**src/rtl/lol_pkg.sv**
```systemverilog
// Package of the recency order list: sizes, opcodes and the result type.
// Used by the interfaces, the sequencer, the top level and the checker.
package lol_pkg;

  localparam int unsigned ENTRIES = 256;
  localparam int unsigned IDX_W   = $clog2(ENTRIES);
  localparam int unsigned LINK_W  = IDX_W + 1;
  localparam int unsigned CNT_W   = $clog2(ENTRIES + 1);

  localparam logic [LINK_W-1:0] NIL_LINK = LINK_W'(ENTRIES);

  localparam logic [1:0] OP_INSERT = 2'd0;
  localparam logic [1:0] OP_TOUCH  = 2'd1;
  localparam logic [1:0] OP_REMOVE = 2'd2;

  typedef struct packed {
    logic              we;
    logic [IDX_W-1:0]  waddr;
    logic [LINK_W-1:0] wdata;
    logic              re;
    logic [IDX_W-1:0]  raddr;
  } lol_ram_req_t;

  typedef struct packed {
    logic [IDX_W-1:0] head_entry;
    logic [IDX_W-1:0] tail_entry;
    logic [CNT_W-1:0] entry_count;
    logic             list_empty;
    logic             misuse_flag;
  } lol_result_t;

endpackage

```
**src/rtl/lol_if.sv**
```systemverilog
// Valid/ready channel interfaces for the command and result items.
// Depends on lol_pkg for the field widths.
interface lol_in_if import lol_pkg::*; ();
  logic             valid;
  logic             ready;
  logic [1:0]       opcode;
  logic [IDX_W-1:0] entry_index;

  modport source (output valid, output opcode, output entry_index, input ready);
  modport sink (input valid, input opcode, input entry_index, output ready);
endinterface

interface lol_out_if import lol_pkg::*; ();
  logic             valid;
  logic             ready;
  logic [IDX_W-1:0] head_entry;
  logic [IDX_W-1:0] tail_entry;
  logic [CNT_W-1:0] entry_count;
  logic             list_empty;
  logic             misuse_flag;

  modport source (output valid, output head_entry, output tail_entry, output entry_count,
                  output list_empty, output misuse_flag, input ready);
  modport sink (input valid, input head_entry, input tail_entry, input entry_count,
                input list_empty, input misuse_flag, output ready);
endinterface

```
**src/rtl/lol_link_ram.sv**
```systemverilog
// Simple dual port RAM with one write port and one registered read port.
// No dependencies; used for the previous and next link stores.
module lol_link_ram #(
  parameter int unsigned DEPTH = 256,
  parameter int unsigned WIDTH = 9
) (
  input  logic                     clk_i,
  input  logic                     we_i,
  input  logic [$clog2(DEPTH)-1:0] waddr_i,
  input  logic [WIDTH-1:0]         wdata_i,
  input  logic                     re_i,
  input  logic [$clog2(DEPTH)-1:0] raddr_i,
  output logic [WIDTH-1:0]         rdata_o
);

  logic [WIDTH-1:0] mem [DEPTH];
  logic [WIDTH-1:0] rdata_q;

  always_ff @(posedge clk_i) begin
    if (we_i) begin
      mem[waddr_i] <= wdata_i;
    end
  end

  always_ff @(posedge clk_i) begin
    if (re_i) begin
      rdata_q <= mem[raddr_i];
    end
  end

  assign rdata_o = rdata_q;

endmodule

```
**src/rtl/lol_seq.sv**
```systemverilog
// Sequencer: reads an entry's links, rewrites neighbor and head links, keeps
// head, tail, count and membership bits. Depends on lol_pkg.
module lol_seq import lol_pkg::*; (
  input  logic              clk_i,
  input  logic              rst_ni,
  input  logic              cmd_valid_i,
  output logic              cmd_ready_o,
  input  logic [1:0]        cmd_opcode_i,
  input  logic [IDX_W-1:0]  cmd_entry_i,
  output lol_ram_req_t      prev_req_o,
  output lol_ram_req_t      next_req_o,
  input  logic [LINK_W-1:0] prev_rdata_i,
  input  logic [LINK_W-1:0] next_rdata_i,
  output logic              res_valid_o,
  input  logic              res_ready_i,
  output lol_result_t       res_o
);

  localparam logic [2:0] ST_IDLE   = 3'd0;
  localparam logic [2:0] ST_UNLINK = 3'd1;
  localparam logic [2:0] ST_LINK_E = 3'd2;
  localparam logic [2:0] ST_LINK_H = 3'd3;
  localparam logic [2:0] ST_RESP   = 3'd4;

  localparam logic [1:0] ACT_NONE  = 2'd0;
  localparam logic [1:0] ACT_INS   = 2'd1;
  localparam logic [1:0] ACT_TOUCH = 2'd2;
  localparam logic [1:0] ACT_REM   = 2'd3;

  logic [2:0]         state_q, state_d;
  logic [1:0]         act_q, act_d;
  logic [IDX_W-1:0]   entry_q;
  logic               misuse_q, misuse_d;
  logic [LINK_W-1:0]  head_q, head_d;
  logic [LINK_W-1:0]  tail_q, tail_d;
  logic [CNT_W-1:0]   count_q, count_d;
  logic [ENTRIES-1:0] in_list_q;
  logic               accept;
  logic               finish;
  logic               listed;
  logic [LINK_W-1:0]  entry_link;

  assign accept      = cmd_valid_i && cmd_ready_o;
  assign cmd_ready_o = (state_q == ST_IDLE);
  assign res_valid_o = (state_q == ST_RESP);
  assign finish      = res_valid_o && res_ready_i;
  assign listed      = in_list_q[cmd_entry_i];
  assign entry_link  = {1'b0, entry_q};

  always_comb begin
    act_d    = ACT_NONE;
    misuse_d = 1'b0;
    case (cmd_opcode_i)
      OP_INSERT: begin
        if (listed) begin
          misuse_d = 1'b1;
        end else begin
          act_d = ACT_INS;
        end
      end
      OP_TOUCH: begin
        if (!listed) begin
          misuse_d = 1'b1;
        end else if ({1'b0, cmd_entry_i} != head_q) begin
          act_d = ACT_TOUCH;
        end
      end
      OP_REMOVE: begin
        if (listed) begin
          act_d = ACT_REM;
        end else begin
          misuse_d = 1'b1;
        end
      end
      default: begin
        misuse_d = 1'b1;
      end
    endcase
  end

  always_comb begin
    state_d = state_q;
    case (state_q)
      ST_IDLE: begin
        if (accept) begin
          case (act_d)
            ACT_INS:   state_d = ST_LINK_E;
            ACT_TOUCH: state_d = ST_UNLINK;
            ACT_REM:   state_d = ST_UNLINK;
            default:   state_d = ST_RESP;
          endcase
        end
      end
      ST_UNLINK: state_d = (act_q == ACT_TOUCH) ? ST_LINK_E : ST_RESP;
      ST_LINK_E: state_d = ST_LINK_H;
      ST_LINK_H: state_d = ST_RESP;
      ST_RESP: begin
        if (res_ready_i) begin
          state_d = ST_IDLE;
        end
      end
      default: state_d = ST_IDLE;
    endcase
  end

  always_comb begin
    prev_req_o       = '0;
    next_req_o       = '0;
    prev_req_o.re    = accept;
    prev_req_o.raddr = cmd_entry_i;
    next_req_o.re    = accept;
    next_req_o.raddr = cmd_entry_i;
    case (state_q)
      ST_UNLINK: begin
        next_req_o.we    = !prev_rdata_i[IDX_W];
        next_req_o.waddr = prev_rdata_i[IDX_W-1:0];
        next_req_o.wdata = next_rdata_i;
        prev_req_o.we    = !next_rdata_i[IDX_W];
        prev_req_o.waddr = next_rdata_i[IDX_W-1:0];
        prev_req_o.wdata = prev_rdata_i;
      end
      ST_LINK_E: begin
        prev_req_o.we    = 1'b1;
        prev_req_o.waddr = entry_q;
        prev_req_o.wdata = NIL_LINK;
        next_req_o.we    = 1'b1;
        next_req_o.waddr = entry_q;
        next_req_o.wdata = head_q;
      end
      ST_LINK_H: begin
        prev_req_o.we    = !head_q[IDX_W];
        prev_req_o.waddr = head_q[IDX_W-1:0];
        prev_req_o.wdata = entry_link;
      end
      default: begin
      end
    endcase
  end

  always_comb begin
    head_d  = head_q;
    tail_d  = tail_q;
    count_d = count_q;
    case (act_q)
      ACT_INS: begin
        head_d  = entry_link;
        tail_d  = head_q[IDX_W] ? entry_link : tail_q;
        count_d = count_q + CNT_W'(1);
      end
      ACT_TOUCH: begin
        head_d = entry_link;
        tail_d = next_rdata_i[IDX_W] ? prev_rdata_i : tail_q;
      end
      ACT_REM: begin
        head_d  = prev_rdata_i[IDX_W] ? next_rdata_i : head_q;
        tail_d  = next_rdata_i[IDX_W] ? prev_rdata_i : tail_q;
        count_d = count_q - CNT_W'(1);
      end
      default: begin
      end
    endcase
  end

  always_comb begin
    res_o.list_empty  = head_d[IDX_W];
    res_o.head_entry  = head_d[IDX_W] ? '0 : head_d[IDX_W-1:0];
    res_o.tail_entry  = head_d[IDX_W] ? '0 : tail_d[IDX_W-1:0];
    res_o.entry_count = count_d;
    res_o.misuse_flag = misuse_q;
  end

  always_ff @(posedge clk_i or negedge rst_ni) begin
    if (!rst_ni) begin
      state_q   <= ST_IDLE;
      act_q     <= ACT_NONE;
      misuse_q  <= 1'b0;
      head_q    <= NIL_LINK;
      tail_q    <= NIL_LINK;
      count_q   <= '0;
      in_list_q <= '0;
    end else begin
      state_q <= state_d;
      if (accept) begin
        act_q    <= act_d;
        misuse_q <= misuse_d;
      end
      if (finish) begin
        head_q  <= head_d;
        tail_q  <= tail_d;
        count_q <= count_d;
        if (act_q == ACT_INS) begin
          in_list_q[entry_q] <= 1'b1;
        end else if (act_q == ACT_REM) begin
          in_list_q[entry_q] <= 1'b0;
        end
      end
    end
  end

  always_ff @(posedge clk_i) begin
    if (accept) begin
      entry_q <= cmd_entry_i;
    end
  end

endmodule

```
**src/rtl/lru_order_list.sv**
```systemverilog
// Top level of the recency order list: link RAMs, sequencer, result register.
// Depends on lol_pkg, lol_if, lol_link_ram and lol_seq.
//
// Usage: req_i carries one command item (opcode, entry_index); rsp_o returns
// exactly one result item per command with the list's head, tail, count,
// empty flag and a misuse flag, all taken after the command's update.
// Commands are handled one at a time. The link stores are two RAMs with a
// registered read; a touch or remove reads the entry's links in the accept
// cycle, then rewrites its neighbors' links and, for a touch, the entry's
// own links and the old head's previous link. An ignored command or a touch
// of the head goes from the accept straight to ST_RESP; a remove passes
// ST_UNLINK, an insert ST_LINK_E and ST_LINK_H, and a touch all of these;
// req_i is ready again only once the result is in the output register.
// A result waits in an output register; the next command is taken while it
// waits, and its own result is held back until rsp_o takes the first.
// Reset empties the list and clears all membership bits at once; the link
// RAMs are not cleared and need no sweep, since a link is read only for a
// listed entry. Misused commands change nothing and set misuse_flag.
module lru_order_list import lol_pkg::*; (
  input  logic clk_i,
  input  logic rst_ni,
  lol_in_if.sink    req_i,
  lol_out_if.source rsp_o
);

  lol_ram_req_t      prev_req, next_req;
  logic [LINK_W-1:0] prev_rdata, next_rdata;
  logic              res_valid, res_ready;
  lol_result_t       res;
  lol_result_t       out_q;
  logic              out_valid_q;

  lol_link_ram #(.DEPTH(ENTRIES), .WIDTH(LINK_W)) u_prev_ram (
    .clk_i  (clk_i),
    .we_i   (prev_req.we),
    .waddr_i(prev_req.waddr),
    .wdata_i(prev_req.wdata),
    .re_i   (prev_req.re),
    .raddr_i(prev_req.raddr),
    .rdata_o(prev_rdata)
  );

  lol_link_ram #(.DEPTH(ENTRIES), .WIDTH(LINK_W)) u_next_ram (
    .clk_i  (clk_i),
    .we_i   (next_req.we),
    .waddr_i(next_req.waddr),
    .wdata_i(next_req.wdata),
    .re_i   (next_req.re),
    .raddr_i(next_req.raddr),
    .rdata_o(next_rdata)
  );

  lol_seq u_seq (
    .clk_i       (clk_i),
    .rst_ni      (rst_ni),
    .cmd_valid_i (req_i.valid),
    .cmd_ready_o (req_i.ready),
    .cmd_opcode_i(req_i.opcode),
    .cmd_entry_i (req_i.entry_index),
    .prev_req_o  (prev_req),
    .next_req_o  (next_req),
    .prev_rdata_i(prev_rdata),
    .next_rdata_i(next_rdata),
    .res_valid_o (res_valid),
    .res_ready_i (res_ready),
    .res_o       (res)
  );

  assign res_ready = !out_valid_q || rsp_o.ready;

  always_ff @(posedge clk_i or negedge rst_ni) begin
    if (!rst_ni) begin
      out_valid_q <= 1'b0;
    end else if (res_valid && res_ready) begin
      out_valid_q <= 1'b1;
    end else if (rsp_o.ready) begin
      out_valid_q <= 1'b0;
    end
  end

  always_ff @(posedge clk_i) begin
    if (res_valid && res_ready) begin
      out_q <= res;
    end
  end

  assign rsp_o.valid       = out_valid_q;
  assign rsp_o.head_entry  = out_q.head_entry;
  assign rsp_o.tail_entry  = out_q.tail_entry;
  assign rsp_o.entry_count = out_q.entry_count;
  assign rsp_o.list_empty  = out_q.list_empty;
  assign rsp_o.misuse_flag = out_q.misuse_flag;

endmodule

```
**src/flat_wrapper.sv**
```systemverilog
// flat-port wrapper written by rule: the top's interface ports become plain ports
module lru_order_list_flat import lol_pkg::*;
  (clk_i, rst_ni, req_i_valid, req_i_opcode, req_i_entry_index, req_i_ready, rsp_o_valid, rsp_o_head_entry, rsp_o_tail_entry, rsp_o_entry_count, rsp_o_list_empty, rsp_o_misuse_flag, rsp_o_ready);
  lol_in_if req_i_i ();
  lol_out_if rsp_o_i ();
  input  logic clk_i;
  input  logic rst_ni;
  input wire logic [$bits(req_i_i.valid)-1:0] req_i_valid;
  input wire logic [$bits(req_i_i.opcode)-1:0] req_i_opcode;
  input wire logic [$bits(req_i_i.entry_index)-1:0] req_i_entry_index;
  output wire logic [$bits(req_i_i.ready)-1:0] req_i_ready;
  output wire logic [$bits(rsp_o_i.valid)-1:0] rsp_o_valid;
  output wire logic [$bits(rsp_o_i.head_entry)-1:0] rsp_o_head_entry;
  output wire logic [$bits(rsp_o_i.tail_entry)-1:0] rsp_o_tail_entry;
  output wire logic [$bits(rsp_o_i.entry_count)-1:0] rsp_o_entry_count;
  output wire logic [$bits(rsp_o_i.list_empty)-1:0] rsp_o_list_empty;
  output wire logic [$bits(rsp_o_i.misuse_flag)-1:0] rsp_o_misuse_flag;
  input wire logic [$bits(rsp_o_i.ready)-1:0] rsp_o_ready;
  assign req_i_i.valid = req_i_valid;
  assign req_i_i.opcode = req_i_opcode;
  assign req_i_i.entry_index = req_i_entry_index;
  assign req_i_ready = req_i_i.ready;
  assign rsp_o_valid = rsp_o_i.valid;
  assign rsp_o_head_entry = rsp_o_i.head_entry;
  assign rsp_o_tail_entry = rsp_o_i.tail_entry;
  assign rsp_o_entry_count = rsp_o_i.entry_count;
  assign rsp_o_list_empty = rsp_o_i.list_empty;
  assign rsp_o_misuse_flag = rsp_o_i.misuse_flag;
  assign rsp_o_i.ready = rsp_o_ready;
  lru_order_list u_core (.clk_i(clk_i), .rst_ni(rst_ni), .req_i(req_i_i), .rsp_o(rsp_o_i));
endmodule
```
**config.mk**
```make
export PLATFORM = sky130hd
export DESIGN_NAME = lru_order_list_flat
export DESIGN_NICKNAME = d
export VERILOG_FILES = /design/src/rtl/lol_pkg.sv /design/src/rtl/lol_if.sv /design/src/rtl/lol_link_ram.sv /design/src/rtl/lol_seq.sv /design/src/rtl/lru_order_list.sv /design/src/flat_wrapper.sv
export SDC_FILE = /design/constraint.sdc
export NUM_CORES = 2
export LEC_CHECK = 0
export BUFFER_PORTS_ARGS = -buffer_cell sky130_fd_sc_hd__buf_2
export CORE_ASPECT_RATIO = 1.25
export CORE_MARGIN = 2
export CORE_UTILIZATION = 68
export CTS_CLUSTER_DIAMETER = 30
export DETAILED_ROUTE_END_ITERATION = 7
export HOLD_SLACK_MARGIN = 0.06
export MAX_ROUTING_LAYER = met4
export PLACE_DENSITY_LB_ADDON = 0.05
export SLEW_MARGIN = 20
export SYNTH_ARGS = -nofsm -noshare
export SYNTH_HDL_FRONTEND = slang
export SYNTH_HIERARCHICAL = 1
export SYNTH_MEMORY_MAX_BITS = 65536
export SYNTH_SLANG_ARGS = --single-unit
export TNS_END_PERCENT = 5
```
**constraint.sdc**
```tcl
create_clock -name clk_i -period 34.6 [get_ports clk_i]
set_input_delay 6.92 -clock clk_i [delete_from_list [all_inputs] [get_ports clk_i]]
set_output_delay 6.92 -clock clk_i [all_outputs]
set_load 0.01 [all_outputs]
```
**Word-level counts from Yosys, hierarchy flattened**

Memory sizes are Yosys's and may differ from the RTL's. A register that Yosys moved wholly into a read port is not among the register bits.
Cells that the tools add are included.
W data, S select, Z words.

- Add/subtract/negate cells: 2
- Multipliers: 0
- Divide/modulo/power cells: 0
- Magnitude comparators: 3
- Equality and inequality tests: 15
- Shifts and indexed selects: 0
- Muxes and demuxes: 33
- Bitwise gates (word level): 3
- Reduce and logical (&&, ||, !) cells: 18

Operator list:

| cell | number |
|---|---|
| $mux W256 | 2 |
| $and A256 B256 Y256 | 1 |
| $not A256 Y256 | 1 |
| $or A256 B256 Y256 | 1 |
| $pmux W18 S3 | 1 |
| $pmux W18 S2 | 1 |
| $pmux W9 S2 | 2 |
| $lt A8 B9 Y1 const B | 2 |
| $mux W8 | 2 |
| $pmux W8 S2 | 1 |
| $pmux W3 S5 | 1 |
| $mux W1 | 11 |
| $eq A2 B2 Y1 const B | 5 |
| $add A9 B1 Y9 const B | 1 |
| $mux W3 | 3 |
| $mux W9 | 1 |
| $ne A8 B9 Y1 | 1 |
| $sub A9 B1 Y9 const B | 1 |
| $bmux W1 S8 | 1 |
| $demux W1 S8 | 1 |
| $ge A8 B1 Y1 const B | 1 |
| $reduce_or A2 Y1 | 4 |
| $eq A2 B1 Y1 const B | 3 |
| $eq A3 B2 Y1 const B | 2 |
| 15 further kinds | 24 |

- Register bits after elaboration: 324
- Latch bits: 0
- Memory bits (writable): 4608
- Bits in read-only memories: 0
- Input port bits: 14
- Output and inout port bits: 29
- Logic and storage cells: 90
- Memories kept: 2

Memory list:

| name | words | width | read ports | clocked after Yosys merged registers in | wr ports | line | RTL |
|---|---|---|---|---|---|---|---|
| u_core.u_next_ram.mem | 256 | 9 | 1 | 1 | 1 | lol_link_ram.sv:16 | `logic [WIDTH-1:0] mem [DEPTH];` |
| u_core.u_prev_ram.mem | 256 | 9 | 1 | 1 | 1 | lol_link_ram.sv:16 |  |

**Logic depth before layout (Yosys ltp)**

- Depth after elaboration: 9
- Mapped depth: 13
- Mapped depth without buffers: 12

**Hierarchy**

Netlist, hierarchy kept.

By module, submodules not included:

| module | times used | cells an instance | area each (um2) |
|---|---|---|---|
| lol_link_ram | 2 | 4237 | 89368.2 |
| lol_seq | 1 | 1527 | 16513.3 |
| lru_order_list | 1 | 31 | 864.6 |

**Least setup slack after synthesis**

No wires, ideal clock.

- Kind: reg2reg
- Start point: reg u_core.u_seq.state_q[0]
- End point: mem u_core.u_next_ram.mem[0][0], data pin
- Data arrival time: 10731 ps
- Required time: 32412 ps
- Setup slack: 21681 ps
- Cell stages (with the launch flop): 5
- Period minus slack after synthesis: 12919 ps
- Path through: dfrtp_1 -> nor2_1 -> nand2_1 -> clkbuf_1 -> o21ai_0

RTL lines:

| item | line | RTL |
|---|---|---|
| start: declaration | lol_seq.sv:30 | `logic [2:0] state_q, state_d;` |
| start signal: assignment | lol_seq.sv:182 | `state_q <= state_d;` |
| end: declaration | lol_link_ram.sv:16 |  |

==> impl_metrics.prom <==
# TYPE chip_impl_metric gauge
chip_impl_info{name="tritoncts",value="built"} 1
chip_impl_metric{name="die_width",unit="um"} 484
chip_impl_metric{name="clk_transition_reported_paths",unit="ns"} 0.05
chip_impl_metric{name="num_vias",unit=""} 104000
chip_impl_metric{name="port_buffers",unit=""} 42
chip_impl_metric{name="finalSetupViolations",unit=""} 0
chip_impl_metric{name="post-route-min-period",unit="ns"} 14.39
chip_impl_metric{name="synth_net_count",unit=""} 10100
chip_impl_metric{name="critical_path_arrival",unit="ns"} 15.02
chip_impl_metric{name="ys_seq_area_share",unit="%"} 75.1
chip_impl_metric{name="worst_case_headroom_to_the_max_slew_limit",unit="%"} 11.5
chip_impl_metric{name="post_cts_setup_driven_buffer_insertion_count",unit=""} 0
chip_impl_metric{name="detailedPlacementHpwl",unit="um"} 299000
chip_impl_metric{name="first_pass_iters",unit=""} 8
chip_impl_info{name="crit_start_category",value="input port"} 1
chip_impl_metric{name="area_delta_synth_final",unit="%"} 13.1
chip_impl_info{name="global_route.peak_usage_layer",value="met2"} 1
chip_impl_info{name="netlist.top_cell.by_area",value="sky130_fd_sc_hd__edfxtp_1"} 1
chip_impl_metric{name="timing.fmax",unit="MHz"} 69.5
chip_impl_metric{name="p_leak",unit="uW"} 0.0735
chip_impl_metric{name="synth_cells",unit=""} 10000
chip_impl_metric{name="die_h",unit="um"} 604
chip_impl_metric{name="routabilityCongestion",unit=""} 0.933
chip_impl_metric{name="syn_area",unit="um^2"} 196000
chip_impl_metric{name="remaining_drc_errors",unit=""} 1
chip_impl_metric{name="drt_iter0_markers",unit=""} 14300
chip_impl_metric{name="reg2reg_setup_slack",unit="ns"} 28.95
chip_impl_metric{name="fin_crit_sh",unit="%"} 41.6
chip_impl_metric{name="design.die.area",unit="um^2"} 293000
chip_impl_metric{name="finalHoldViolCount",unit=""} 0
chip_impl_info{name="rsz_0062_raised_after_global_routing",value="false"} 1
chip_impl_metric{name="grt_pass1_wl",unit="um"} 735000
chip_impl_info{name="critPathCaptureType",value="register"} 1
chip_impl_metric{name="grt-ovfl-total",unit=""} 0
chip_impl_metric{name="yosysWarnings",unit=""} 6
chip_impl_info{name="main_flop_type_after_synthesis",value="sky130_fd_sc_hd__edfxtp_1"} 1
chip_impl_metric{name="globalRouteMet1Util",unit="%"} 45.7
chip_impl_metric{name="final_antenna_net_count",unit=""} 0
chip_impl_metric{name="top_level_ports",unit=""} 43
chip_impl_metric{name="fin_nets",unit=""} 10400
chip_impl_metric{name="final_util",unit="%"} 77.3
chip_impl_metric{name="seqCellArea",unit="um^2"} 147000
chip_impl_metric{name="core_area",unit="um^2"} 287000
chip_impl_metric{name="fill_cells",unit=""} 14800
chip_impl_metric{name="initial_utilization",unit="%"} 68.3
chip_impl_metric{name="drt-total-wl",unit="um"} 510000
chip_impl_metric{name="globalRouteTotalUtil",unit="%"} 36.0
chip_impl_metric{name="grt.met2_usage",unit="%"} 56.4
chip_impl_metric{name="routedWlPerCell",unit="um"} 34.8
chip_impl_info{name="clock_root_buffer",value="sky130_fd_sc_hd__clkbuf_16"} 1
chip_impl_metric{name="synth_top_area_share",unit="%"} 71.4
chip_impl_metric{name="multiInputGateArea",unit="um^2"} 45500
chip_impl_metric{name="clk-insertion-delay-late",unit="ns"} 0.95
chip_impl_info{name="hold_path.class",value="reg2reg"} 1
chip_impl_info{name="post-synth-top-count-cell",value="sky130_fd_sc_hd__edfxtp_1"} 1
chip_impl_metric{name="max_slew_violation_count",unit=""} 0
chip_impl_metric{name="final_layout_size_suffix_gt1_share",unit="%"} 25.5
chip_impl_metric{name="max_cap_viol_count",unit=""} 0
chip_impl_metric{name="synth.distinct_cells",unit=""} 79
chip_impl_metric{name="cts_made_buffers",unit=""} 657
chip_impl_metric{name="ctsHoldBuffers",unit=""} 0
chip_impl_metric{name="synth-seq-cells",unit=""} 4950
chip_impl_metric{name="first_global_vias",unit=""} 105000
chip_impl_metric{name="final.setup_skew",unit="ns"} 0.0516
chip_impl_metric{name="power.ir.vdd_worst",unit="uV"} 75.3
chip_impl_info{name="top_cells_by_area_synth",value="sky130_fd_sc_hd__edfxtp_1, sky130_fd_sc_hd__mux4_2, sky130_fd_sc_hd__dfrtp_1, sky130_fd_sc_hd__mux2i_1, sky130_fd_sc_hd__mux2_2"} 1
chip_impl_info{name="path_class",value="in2reg"} 1
chip_impl_metric{name="grt_max_degree",unit=""} 221
chip_impl_metric{name="postSynthAreaPerCell",unit="um^2"} 19.5
chip_impl_metric{name="tightest_slew",unit="ns"} 1.33
chip_impl_metric{name="cts_repair_resize_count",unit=""} 0
chip_impl_metric{name="routed_via_density",unit=""} 7.12
chip_impl_metric{name="rows",unit=""} 220
chip_impl_metric{name="endpoint_required_time_on_the_critical_path",unit="ns"} 35.23
chip_impl_metric{name="grt_antenna_before_repair",unit=""} 12
chip_impl_info{name="violations",value="DRC"} 1
chip_impl_metric{name="cts_sinks",unit=""} 4950
chip_impl_metric{name="pwr_density_cell",unit="nW/um^2"} 69.2
chip_impl_metric{name="worst-path-max-fanout",unit=""} 108
chip_impl_metric{name="ys_async_sr_fraction",unit="%"} 5.84
chip_impl_info{name="netlist_top_cells_count",value="sky130_fd_sc_hd__edfxtp_1, sky130_fd_sc_hd__mux4_2, sky130_fd_sc_hd__nor2_1, sky130_fd_sc_hd__mux2i_1, sky130_fd_sc_hd__a22oi_1"} 1
chip_impl_info{name="outcome",value="finished, violations left"} 1
chip_impl_metric{name="final.setup.tns",unit="ns"} 0
chip_impl_metric{name="htree_num_levels",unit=""} 6
chip_impl_metric{name="synth-edff-count",unit=""} 4661
chip_impl_metric{name="cts.path.max_buffers",unit=""} 4
chip_impl_metric{name="use_met3",unit="%"} 6.66
[worst max-delay path, stage by stage]
cell	delay [ns]
sky130_fd_sc_hd__buf_12	0.36
sky130_fd_sc_hd__buf_4	0.71
sky130_fd_sc_hd__buf_4	0.69
sky130_fd_sc_hd__buf_4	0.86
sky130_fd_sc_hd__buf_12	0.61
sky130_fd_sc_hd__buf_4	0.83
sky130_fd_sc_hd__buf_12	0.62
sky130_fd_sc_hd__buf_4	0.74
sky130_fd_sc_hd__mux4_2	0.58
sky130_fd_sc_hd__a221oi_1	0.57
sky130_fd_sc_hd__o32ai_1	0.21
sky130_fd_sc_hd__o22ai_1	0.69
sky130_fd_sc_hd__nor3_1	0.16
[per-layer routing]
layer	up-vias	part of all wire, %
li1	41800	-
met1	54300	35
met2	6756	49
met3	1382	9.9
met4	0	6.2
met5	-	0
[layout make-up]
cell class,instances,area share (%)
diodes,16,0.0180
repair buffers,284,1.04
flip-flops and latches,4950,66.3
well taps,3774,2.13
clock inverters,454,2.13
multi-input cells,4397,20.5
inverters,32,0.0541
clock buffers,743,7.76
[per-stage QoR]
step / setup WS, ns / total power (uW) / cell area (um^2) / hold WS [ns] / instances
2_1_floorplan: 21.68 / 8340 / 196000 / 0.462 / 10000
3_3_place_gp: 19.13 / 8660 / 200000 / 0.453 / 13400
3_5_place_dp: 19.11 / 8730 / 200000 / 0.456 / 13400
4_1_cts: 20.05 / 15400 / 222000 / 0.467 / 14600
5_1_grt: 19.74 / 15700 / 222000 / 0.472 / 14600
6_report: 20.21 / 15400 / 222000 / 0.469 / 14700
[report_power, final]
group | total (uW) | switching [uW] | internal, uW | leakage [uW]
sequential | 7160 | 69.3 | 7090 | 0.0470
combinational | 1500 | 1190 | 312 | 0.0158
clock | 6700 | 2640 | 4060 | 0.0106
[registers in the layout (all words and copies together) (netlist names), named ones only]
register,cells
u_core/u_seq/act_q,2
u_core/rsp_o.list_empty,1
u_core/u_next_ram/mem,2304
u_core/rsp_o.misuse_flag,1
u_core/rsp_o.tail_entry,8
u_core/u_prev_ram/rdata_o,9
u_core/rsp_o.entry_count,9
u_core/rsp_o.head_entry,8
u_core/rsp_o.valid,1
u_core/u_seq/count_q,9
u_core/u_seq/head_q,9
u_core/u_next_ram/rdata_o,9
u_core/u_seq/state_q,3
u_core/u_prev_ram/mem,2304
u_core/u_seq/entry_q,8
u_core/u_seq/tail_q,8
u_core/u_seq/misuse_q,1
[cell usage in the layout, fill, tap and decap left out, drive strengths merged, types with 82 or more instances in the layout]
cell / n
clkinv: 228
nor2: 813
dfrtp: 288
a22oi: 367
mux2: 317
o22ai: 139
buf: 283
o221ai: 82
clkbuf: 744
a21oi: 234
edfxtp: 4661
o21ai: 115
inv: 148
nand2: 311
mux2i: 386
mux4: 1008
[cell families after synthesis]
logic type	synth area share [%]
flip-flops	75.1
multiplexers	15.4
AND/OR/NAND/NOR	3.39
AO/OA/AOI/OAI	3.94
buffers and inverters	1.99
XOR/XNOR	0.0715
adder cells (fa/ha/maj)	0.106
[final timing paths]
check | to | cells after the start | start
min in group asynchronous | asynchronous set/reset pin | 1 | rst_ni
worst max register to register | u_core/u_next_ram/mem[85][3] | 7 | u_core/u_seq/state_q[1]
worst max-delay path | u_core/u_next_ram/rdata_o[7] | 13 | req_i_entry_index[0]
max in group asynchronous | asynchronous set/reset pin | 2 | rst_ni
worst min-delay path | u_core/rsp_o.misuse_flag | 0 | u_core/u_seq/misuse_q
worst min register to register | u_core/rsp_o.misuse_flag | 0 | u_core/u_seq/misuse_q
Note: power is estimated with default switching activity, not from simulation.
